## config.mk

```make
export PLATFORM = sky130hd
export DESIGN_NAME = toy_language_tokenizer_core
export DESIGN_NICKNAME = d
export VERILOG_FILES = /design/src/rtl/tlt_pkg.sv /design/src/rtl/toy_language_tokenizer_core.sv
export SDC_FILE = /design/constraint.sdc
export NUM_CORES = 1
export LEC_CHECK = 0
export ABC_AREA = 1
export BUFFER_PORTS_ARGS = -buffer_cell sky130_fd_sc_hd__buf_2
export CAP_MARGIN = 20
export CORE_UTILIZATION = 49
export CTS_BUF_LIST = sky130_fd_sc_hd__clkbuf_8 sky130_fd_sc_hd__clkbuf_16
export DETAILED_ROUTE_END_ITERATION = 12
export PLACE_DENSITY = 0.72
export SYNTH_ARGS = -nofsm -noshare
export SYNTH_HDL_FRONTEND = slang
export SYNTH_SLANG_ARGS = --single-unit
```

## constraint.sdc

```tcl
create_clock -name clk_i -period 3 [get_ports clk_i]
set_input_delay 0.6 -clock clk_i [delete_from_list [all_inputs] [get_ports clk_i]]
set_output_delay 0.6 -clock clk_i [all_outputs]
set_load 0.1 [all_outputs]
```

## src/rtl/tlt_pkg.sv

```systemverilog
// ----------------------------------------------------------------------------
// tlt_pkg
// Shared types, codes and helper functions for the toy language tokenizer:
// lexer mode codes, token kind codes, keyword table and start-state decode.
// ----------------------------------------------------------------------------
`default_nettype none

package tlt_pkg;

  // Default for the longest word that is still compared against keywords
  localparam int KeywordMaxLen = 6;

  // Lexer mode codes
  localparam int ModeW = 4;
  localparam logic [ModeW-1:0] ModeStart   = 4'd0;
  localparam logic [ModeW-1:0] ModeIdent   = 4'd1;
  localparam logic [ModeW-1:0] ModeNumber  = 4'd2;
  localparam logic [ModeW-1:0] ModeString  = 4'd3;
  localparam logic [ModeW-1:0] ModeEscape  = 4'd4;
  localparam logic [ModeW-1:0] ModeComment = 4'd5;
  localparam logic [ModeW-1:0] ModePendEq  = 4'd6;
  localparam logic [ModeW-1:0] ModePendNot = 4'd7;
  localparam logic [ModeW-1:0] ModePendLt  = 4'd8;
  localparam logic [ModeW-1:0] ModePendGt  = 4'd9;

  // Token kind codes
  localparam int KindW = 5;
  localparam logic [KindW-1:0] TokIdent   = 5'd8;
  localparam logic [KindW-1:0] TokIntLit  = 5'd9;
  localparam logic [KindW-1:0] TokStrLit  = 5'd10;
  localparam logic [KindW-1:0] TokPlus    = 5'd11;
  localparam logic [KindW-1:0] TokMinus   = 5'd12;
  localparam logic [KindW-1:0] TokStar    = 5'd13;
  localparam logic [KindW-1:0] TokSlash   = 5'd14;
  localparam logic [KindW-1:0] TokAssign  = 5'd15;
  localparam logic [KindW-1:0] TokEqEq    = 5'd16;
  localparam logic [KindW-1:0] TokNotEq   = 5'd17;
  localparam logic [KindW-1:0] TokLt      = 5'd18;
  localparam logic [KindW-1:0] TokLe      = 5'd19;
  localparam logic [KindW-1:0] TokGt      = 5'd20;
  localparam logic [KindW-1:0] TokGe      = 5'd21;
  localparam logic [KindW-1:0] TokLParen  = 5'd22;
  localparam logic [KindW-1:0] TokRParen  = 5'd23;
  localparam logic [KindW-1:0] TokLBrace  = 5'd24;
  localparam logic [KindW-1:0] TokRBrace  = 5'd25;
  localparam logic [KindW-1:0] TokSemi    = 5'd26;
  localparam logic [KindW-1:0] TokComma   = 5'd27;
  localparam logic [KindW-1:0] TokEof     = 5'd28;
  localparam logic [KindW-1:0] TokError   = 5'd29;

  // Keyword table, kind code equals the row index
  localparam int KwCount   = 8;
  localparam int KwTextLen = 6;
  localparam logic [7:0] KwText [KwCount][KwTextLen] = '{
    '{"l", "e", "t", 8'h00, 8'h00, 8'h00},
    '{"f", "n", 8'h00, 8'h00, 8'h00, 8'h00},
    '{"i", "f", 8'h00, 8'h00, 8'h00, 8'h00},
    '{"e", "l", "s", "e", 8'h00, 8'h00},
    '{"w", "h", "i", "l", "e", 8'h00},
    '{"r", "e", "t", "u", "r", "n"},
    '{"i", "n", "t", 8'h00, 8'h00, 8'h00},
    '{"s", "t", "r", "i", "n", "g"}
  };
  localparam logic [2:0] KwLen [KwCount] = '{
    3'd3, 3'd2, 3'd2, 3'd4, 3'd5, 3'd6, 3'd3, 3'd6
  };

  // One result item
  typedef struct packed {
    logic             is_text;
    logic [7:0]       text_byte;
    logic [KindW-1:0] token_kind;
  } res_t;

  // Result item plus its end marker, as held in the output buffer
  typedef struct packed {
    res_t res;
    logic last;
  } out_t;

  // Outcome of decoding a byte in the start state
  typedef struct packed {
    logic             emit;
    res_t             res;
    logic [ModeW-1:0] mode;
    logic             word_start;
  } disp_t;

  function automatic logic is_letter(input logic [7:0] c);
    return ((c >= "a") && (c <= "z")) || ((c >= "A") && (c <= "Z")) || (c == "_");
  endfunction

  function automatic logic is_digit(input logic [7:0] c);
    return (c >= "0") && (c <= "9");
  endfunction

  function automatic res_t tok_res(input logic [KindW-1:0] kind);
    res_t r;
    r = '0;
    r.token_kind = kind;
    return r;
  endfunction

  function automatic res_t text_res(input logic [7:0] b);
    res_t r;
    r = '0;
    r.is_text   = 1'b1;
    r.text_byte = b;
    return r;
  endfunction

  // Decode one byte from the start state
  function automatic disp_t tok_dispatch(input logic [7:0] c);
    disp_t d;
    d      = '0;
    d.mode = ModeStart;
    case (c) inside
      " ", "\t", "\n", "\r": begin
      end
      "=": d.mode = ModePendEq;
      "!": d.mode = ModePendNot;
      "<": d.mode = ModePendLt;
      ">": d.mode = ModePendGt;
      "#": d.mode = ModeComment;
      "\"": d.mode = ModeString;
      "+": begin d.emit = 1'b1; d.res = tok_res(TokPlus); end
      "-": begin d.emit = 1'b1; d.res = tok_res(TokMinus); end
      "*": begin d.emit = 1'b1; d.res = tok_res(TokStar); end
      "/": begin d.emit = 1'b1; d.res = tok_res(TokSlash); end
      "(": begin d.emit = 1'b1; d.res = tok_res(TokLParen); end
      ")": begin d.emit = 1'b1; d.res = tok_res(TokRParen); end
      "{": begin d.emit = 1'b1; d.res = tok_res(TokLBrace); end
      "}": begin d.emit = 1'b1; d.res = tok_res(TokRBrace); end
      ";": begin d.emit = 1'b1; d.res = tok_res(TokSemi); end
      ",": begin d.emit = 1'b1; d.res = tok_res(TokComma); end
      8'h00: begin d.emit = 1'b1; d.res = tok_res(TokEof); end
      default: begin
        d.emit = 1'b1;
        if (is_letter(c)) begin
          d.mode       = ModeIdent;
          d.word_start = 1'b1;
          d.res        = text_res(c);
        end else if (is_digit(c)) begin
          d.mode = ModeNumber;
          d.res  = text_res(c);
        end else begin
          d.res = tok_res(TokError);
        end
      end
    endcase
    return d;
  endfunction

endpackage

`default_nettype wire

```

## src/rtl/toy_language_tokenizer_core.sv

```systemverilog
// ----------------------------------------------------------------------------
// toy_language_tokenizer_core
// Streaming lexer: one source byte per input transfer, up to two result items
// (text bytes or token completions) per byte on the output stream.
// ----------------------------------------------------------------------------
// Output: results are registered; the first result of a byte is valid in the cycle after its input transfer.
// Throughput: one byte per cycle while each byte yields at most one result and
//   the output is not stalled; a byte that yields two results blocks the input
//   while both are buffered, and the next byte is taken together with the transfer of the second result.
// Reset: lexer returns to the start state, word length clears, result buffer
//   empties; the word buffer itself is not reset.
`default_nettype none

module toy_language_tokenizer_core #(
  parameter int KEYWORD_MAX_LEN = tlt_pkg::KeywordMaxLen
) (
  input  wire logic        clk_i,
  input  wire logic        rst_ni,
  // Input stream
  input  wire logic        s_axis_tvalid,
  output logic             s_axis_tready,
  input  wire logic [7:0]  s_axis_tdata,   // [7:0] char_in
  // Output stream
  output logic             m_axis_tvalid,
  input  wire logic        m_axis_tready,
  output logic [15:0]      m_axis_tdata,   // [7:0] text_byte, [12:8] token_kind
  output logic             m_axis_tuser,   // [0] is_text
  output logic             m_axis_tlast    // last result of this byte
);

  localparam int LenW = $clog2(KEYWORD_MAX_LEN + 2);
  localparam int IdxW = $clog2(KEYWORD_MAX_LEN);
  localparam logic [LenW-1:0] LenMax  = LenW'(KEYWORD_MAX_LEN);
  localparam logic [LenW-1:0] LenOver = LenW'(KEYWORD_MAX_LEN + 1);

  // Lexer state
  logic [tlt_pkg::ModeW-1:0] mode_q, mode_d;
  logic [LenW-1:0]           len_q, len_d;
  logic [7:0]                word_q [KEYWORD_MAX_LEN];
  logic                      word_we;
  logic [IdxW-1:0]           word_idx;

  // Result buffer
  tlt_pkg::out_t slot0_q, slot0_d, slot1_q, slot1_d;
  logic          v0_q, v0_d, v1_q, v1_d;

  // Per-byte results
  tlt_pkg::res_t  r0, r1;
  logic           r0_vld, r1_vld;
  tlt_pkg::disp_t disp;
  logic [tlt_pkg::KindW-1:0] kw_kind;
  logic [7:0]     c;
  logic           in_fire, out_fire;
  logic           push, start;

  assign c        = s_axis_tdata;
  assign in_fire  = s_axis_tvalid && s_axis_tready;
  assign out_fire = v0_q && m_axis_tready;

  // Take a byte once the buffer is empty or drains this cycle
  assign s_axis_tready = !v0_q || (m_axis_tready && !v1_q);

  assign disp = tlt_pkg::tok_dispatch(c);

  // Compare the held word against the keyword table
  always_comb begin
    logic hit;
    kw_kind = tlt_pkg::TokIdent;
    for (int k = tlt_pkg::KwCount - 1; k >= 0; k--) begin
      hit = (len_q == LenW'(tlt_pkg::KwLen[k]));
      for (int i = 0; i < tlt_pkg::KwTextLen; i++) begin
        if ((i < int'(tlt_pkg::KwLen[k])) && (word_q[i] != tlt_pkg::KwText[k][i])) begin
          hit = 1'b0;
        end
      end
      if (hit) begin
        kw_kind = tlt_pkg::KindW'(k);
      end
    end
  end

  // Mode transition and result selection
  always_comb begin
    mode_d = mode_q;
    r0     = '0;
    r1     = '0;
    r0_vld = 1'b0;
    r1_vld = 1'b0;
    push   = 1'b0;
    start  = 1'b0;
    unique case (mode_q)
      tlt_pkg::ModeIdent: begin
        if (tlt_pkg::is_letter(c)) begin
          push   = 1'b1;
          r0_vld = 1'b1;
          r0     = tlt_pkg::text_res(c);
        end else begin
          r0_vld = 1'b1;
          r0     = tlt_pkg::tok_res(kw_kind);
          r1_vld = disp.emit;
          r1     = disp.res;
          mode_d = disp.mode;
          start  = disp.word_start;
        end
      end
      tlt_pkg::ModeNumber: begin
        r0_vld = 1'b1;
        if (tlt_pkg::is_digit(c)) begin
          r0 = tlt_pkg::text_res(c);
        end else begin
          r0     = tlt_pkg::tok_res(tlt_pkg::TokIntLit);
          r1_vld = disp.emit;
          r1     = disp.res;
          mode_d = disp.mode;
          start  = disp.word_start;
        end
      end
      tlt_pkg::ModeString: begin
        if (c == "\"") begin
          r0_vld = 1'b1;
          r0     = tlt_pkg::tok_res(tlt_pkg::TokStrLit);
          mode_d = tlt_pkg::ModeStart;
        end else if (c == 8'h00) begin
          r0_vld = 1'b1;
          r0     = tlt_pkg::tok_res(tlt_pkg::TokStrLit);
          r1_vld = 1'b1;
          r1     = tlt_pkg::tok_res(tlt_pkg::TokEof);
          mode_d = tlt_pkg::ModeStart;
        end else if (c == "\\") begin
          mode_d = tlt_pkg::ModeEscape;
        end else begin
          r0_vld = 1'b1;
          r0     = tlt_pkg::text_res(c);
        end
      end
      tlt_pkg::ModeEscape: begin
        r0_vld = 1'b1;
        if (c == 8'h00) begin
          r0     = tlt_pkg::tok_res(tlt_pkg::TokStrLit);
          r1_vld = 1'b1;
          r1     = tlt_pkg::tok_res(tlt_pkg::TokEof);
          mode_d = tlt_pkg::ModeStart;
        end else begin
          mode_d = tlt_pkg::ModeString;
          if (c == "n") begin
            r0 = tlt_pkg::text_res(8'h0A);
          end else if (c == "t") begin
            r0 = tlt_pkg::text_res(8'h09);
          end else if (c == "r") begin
            r0 = tlt_pkg::text_res(8'h0D);
          end else begin
            r0 = tlt_pkg::text_res(c);
          end
        end
      end
      tlt_pkg::ModeComment: begin
        if (c == "\n") begin
          mode_d = tlt_pkg::ModeStart;
        end else if (c == 8'h00) begin
          r0_vld = 1'b1;
          r0     = tlt_pkg::tok_res(tlt_pkg::TokEof);
          mode_d = tlt_pkg::ModeStart;
        end
      end
      tlt_pkg::ModePendEq, tlt_pkg::ModePendNot,
      tlt_pkg::ModePendLt, tlt_pkg::ModePendGt: begin
        r0_vld = 1'b1;
        if (c == "=") begin
          mode_d = tlt_pkg::ModeStart;
          unique case (mode_q)
            tlt_pkg::ModePendEq:  r0 = tlt_pkg::tok_res(tlt_pkg::TokEqEq);
            tlt_pkg::ModePendNot: r0 = tlt_pkg::tok_res(tlt_pkg::TokNotEq);
            tlt_pkg::ModePendLt:  r0 = tlt_pkg::tok_res(tlt_pkg::TokLe);
            default:              r0 = tlt_pkg::tok_res(tlt_pkg::TokGe);
          endcase
        end else begin
          unique case (mode_q)
            tlt_pkg::ModePendEq:  r0 = tlt_pkg::tok_res(tlt_pkg::TokAssign);
            tlt_pkg::ModePendNot: r0 = tlt_pkg::tok_res(tlt_pkg::TokError);
            tlt_pkg::ModePendLt:  r0 = tlt_pkg::tok_res(tlt_pkg::TokLt);
            default:              r0 = tlt_pkg::tok_res(tlt_pkg::TokGt);
          endcase
          r1_vld = disp.emit;
          r1     = disp.res;
          mode_d = disp.mode;
          start  = disp.word_start;
        end
      end
      default: begin
        r0_vld = disp.emit;
        r0     = disp.res;
        mode_d = disp.mode;
        start  = disp.word_start;
      end
    endcase
  end

  // Word buffer write and length update
  always_comb begin
    len_d    = len_q;
    word_we  = 1'b0;
    word_idx = '0;
    if (start) begin
      word_we = 1'b1;
      len_d   = LenW'(1);
    end else if (push) begin
      if (len_q < LenMax) begin
        word_we  = 1'b1;
        word_idx = len_q[IdxW-1:0];
        len_d    = len_q + LenW'(1);
      end else begin
        len_d = LenOver;
      end
    end
  end

  // Result buffer: load on input transfer, else shift on output transfer
  always_comb begin
    slot0_d = slot0_q;
    slot1_d = slot1_q;
    v0_d    = v0_q;
    v1_d    = v1_q;
    if (in_fire) begin
      v0_d         = r0_vld;
      v1_d         = r1_vld;
      slot0_d.res  = r0;
      slot0_d.last = !r1_vld;
      slot1_d.res  = r1;
      slot1_d.last = 1'b1;
    end else if (out_fire) begin
      v0_d    = v1_q;
      slot0_d = slot1_q;
      v1_d    = 1'b0;
    end
  end

  // Control state
  always_ff @(posedge clk_i or negedge rst_ni) begin
    if (!rst_ni) begin
      mode_q <= tlt_pkg::ModeStart;
      len_q  <= '0;
      v0_q   <= 1'b0;
      v1_q   <= 1'b0;
    end else begin
      v0_q <= v0_d;
      v1_q <= v1_d;
      if (in_fire) begin
        mode_q <= mode_d;
        len_q  <= len_d;
      end
    end
  end

  // Payload: word letters and buffered results
  always_ff @(posedge clk_i) begin
    slot0_q <= slot0_d;
    slot1_q <= slot1_d;
    if (in_fire && word_we) begin
      word_q[word_idx] <= c;
    end
  end

  assign m_axis_tvalid = v0_q;
  assign m_axis_tdata  = {3'b000, slot0_q.res.token_kind, slot0_q.res.text_byte};
  assign m_axis_tuser  = slot0_q.res.is_text;
  assign m_axis_tlast  = slot0_q.last;

  // Second slot only fills behind the first
  a_slot_order: assert property (@(posedge clk_i) disable iff (!rst_ni)
    v1_q |-> v0_q)
    else $error("second result slot valid while first is empty");

  // A lone buffered result always closes its byte
  a_single_last: assert property (@(posedge clk_i) disable iff (!rst_ni)
    (v0_q && !v1_q) |-> slot0_q.last)
    else $error("sole buffered result lacks end marker");

  // First of two results never closes its byte
  a_pair_last: assert property (@(posedge clk_i) disable iff (!rst_ni)
    v1_q |-> (!slot0_q.last && slot1_q.last))
    else $error("end markers wrong on a result pair");

  // Word length saturates one past the compare limit
  a_len_range: assert property (@(posedge clk_i) disable iff (!rst_ni)
    len_q <= LenOver)
    else $error("word length beyond saturation value");

  // No byte is taken while a result pair is still waiting
  a_no_take_on_pair: assert property (@(posedge clk_i) disable iff (!rst_ni)
    v1_q |-> !s_axis_tready)
    else $error("input taken with two results pending");

endmodule

`default_nettype wire

```

==> run metrics <==
HPWL Detailed=10.6 mm; top post-synthesis cells by area=edfxtp_1 (45%), nand2_1 (11%), nor2_1 (8.3%), inv_1 (6.0%), nand3_1 (5.5%); cell taking the most area after synthesis=edfxtp_1; max_cap viols=0; leading cell types in the layout, fill and taps excluded=nand2_1 (157), nor2_1 (113), inv_1 (82); Reg-to-Reg Start=mode_q[3]; CP endpoint kind=register; Critical Path Fanout Max=12; synthesized area=approximately 0.005 mm^2; Hold Fails Final Rpt=0; nets=710; Clock transition at path regs=roughly 90 ps; WP data required=between 3000 and 4000 ps; reg2reg end=word_q[1][0]; layout cells sized above 1=~15%; FF+latch count, synth=86; worst hold path type=primary input to asynchronous set/reset pin; Ys Warns=0; root buffer cell=clkbuf_8; Filler cells=around 960; DRC=0; drt via density=approximately 5.4; CTS tree=done; CP Data Arrival Time=roughly 2300 ps; first-pass GRT wire length=between 20 and 25 mm; Worst-Margin Slew=around 760 ps; Synth Area per Inst=7.87 um^2; peak supply drop=roughly 0.00067 V; Pins Over Slew Limit=0; Min Hold Slack=approximately 100 ps; DIE HEIGHT=104 um; Design Area, Final=around 0.0057 mm^2; clk sink count=between 80 and 90; Compound-Gate Fraction of Synth Area=between 4 and 5%; pwr dens=830 mW/mm^2; critical path class=primary input to register; most common cell after layout, fill and taps aside=nand2_1; Post-CTS Resized=0; reg2reg setup slack=between 700 and 800 ps; setup TNS=0 ps; Final Util=57.3%; all-layer global routing usage=26.6%; Clock Latency Late Sink=~350 ps; std cell rows=36; total CTS buffers=9; DRT Pass-1 Iters=5; final critical-path share of the clock period=75.3%; placer congestion estimate=0.952; CTS Hold Bufs=0; post-synth top area share=45.1%; Setup Fix Bufs, Post-CTS=0; per-cell routed wire length=around 16 um; Port-buffer cells=28; Place WS=between 300 and 400 ps; cells after synthesis=651; DR iter-0 viols=~280; Routed Antenna Nets=0; die area=0.0109 mm^2; Synth Area in XOR/XNOR=0%; fin crit period=2260 ps; RSZ-0062 raised after global routing=no; CTS max path bufs=2; fmax=0.443 GHz; crit path launch type=primary input; fraction of the mapped netlist area in adder cells=between 1 and 1.5%; Slew HR=around half; synth-to-layout area growth=11.3%; Leak Pwr=approximately 2.6 nW; status=complete, no violations; Netlist cell types=37; Die Wd=between 100 and 150 um; Starting Density=approximately half; register area share after synthesis=49.5%; vias in the first global route=4464; synthesized-area fraction occupied by and/or/nand/nor cells=36.3%; core area=0.00995 mm^2; Top Ports=32; largest net degree at the start of global routing=26; mux cell area share after synthesis=0%; crit path from=s_axis_tdata[2]; Reg2Reg Depth=12; total number of vias=roughly 4500; total gr overflow=0; Final setup viols=0; Final Worst Setup Slack=between 700 and 800 ps; Placed Area=0.00547 mm^2; antenna violations before repair=0; wirelength, routed=between 10 and 15 mm; number of H-tree levels=3; main combinational cell family by area after synthesis=simple AND/OR/NAND/NOR gates; Setup Skew=~7 ps; Ant. Diodes=0
-- per-stage QoR --
stage	power, mW	instances
after floorplan	3.40	654
after global placement	3.82	815
after detailed placement	3.83	815
after CTS	4.75	831
after global routing	4.99	831
final	4.73	831
-- synthesized netlist by cell type --
library cell,count
a21oi_1,9
a32oi_1,1
and2_1,1
buf_2,3
buf_4,3
buf_6,1
clkbuf_1,2
clkinv_2,1
conb_1,1
dfrtp_1,9
edfxtp_1,77
ha_1,5
inv_1,82
inv_2,14
nand2_1,157
nand2_2,14
nand3_1,56
nand3_2,2
nand3_4,1
nand3b_1,3
nand3b_4,1
nand4_1,20
nor2_1,113
nor2_2,9
nor2_4,1
nor3_1,21
nor3_2,3
nor3_4,2
nor3b_1,1
nor4_1,2
o211ai_1,1
o21a_1,2
o21ai_0,21
o21ai_1,8
o21ai_2,1
o221ai_1,1
or2_2,2
-- state kept, by name, summed over array words and instances (netlist names) --
register,flops
v1_q,1
mode_q,4
m_axis_tlast,1
m_axis_tuser,1
m_axis_tvalid,1
word_q,48
slot1_q,14
len_q,3
m_axis_tdata,13
-- report_power, final --
group / internal (mW) / total (mW) / switching [mW]
sequential: 1.57 / 1.67 / 0.101
clock: 0.489 / 0.917 / 0.429
combinational: 0.469 / 2.15 / 1.68
total: 2.52 / 4.73 / 2.21
-- cell type report --
type                    count  area, um^2  share of cell area [%]
inverters                  97         365                    6.41
well taps                 133         166                    2.92
flip-flops and latches     86        2540                    44.5
clock inverters             7         114                    2.00
repair buffers             37         208                    3.64
multi-input cells         462        2190                    38.4
clock buffers               9         124                    2.17
-- per-layer routing --
layer,up-vias,track usage [%],wire length [um]
met4,0,13.0,534
met2,156,46.3,6610
met5,-,0,0
li1,2210,-,-
met3,32,4.20,672
met1,2057,31.8,5720
-- kinds of logic (layout without fill, tap and decap cells) --
kind of cell | count (synthesis) | count (layout)
AOI/OAI and AO/OA | 44 | 44
and+or+nand+nor | 409 | 409
adders and majority gates | 5 | 5
DFF | 86 | 86
other | 1 | 4
buffers and inverters | 106 | 150
-- how the worst max path moves through the flow --
stage                         endpoint  cells after the start
after CTS                 word_q[0][7]                     15
after global placement    word_q[0][7]                     15
after floorplan           word_q[2][0]                      6
after global routing      word_q[0][7]                     16
after detailed placement  word_q[1][4]                     15
final                     word_q[1][0]                     15
-- critical path: stages --
cell,delay [ps]
buf_2,200
nor2_2,260
nand3_1,120
nand3_1,130
nand2_2,110
inv_2,70
nand2_1,50
nand3_2,80
clkinv_2,100
nand2_2,70
nand2_2,80
o21ai_1,90
nand2_1,70
nor2_1,100
buf_4,170
Power figures use the tool's default switching activity.
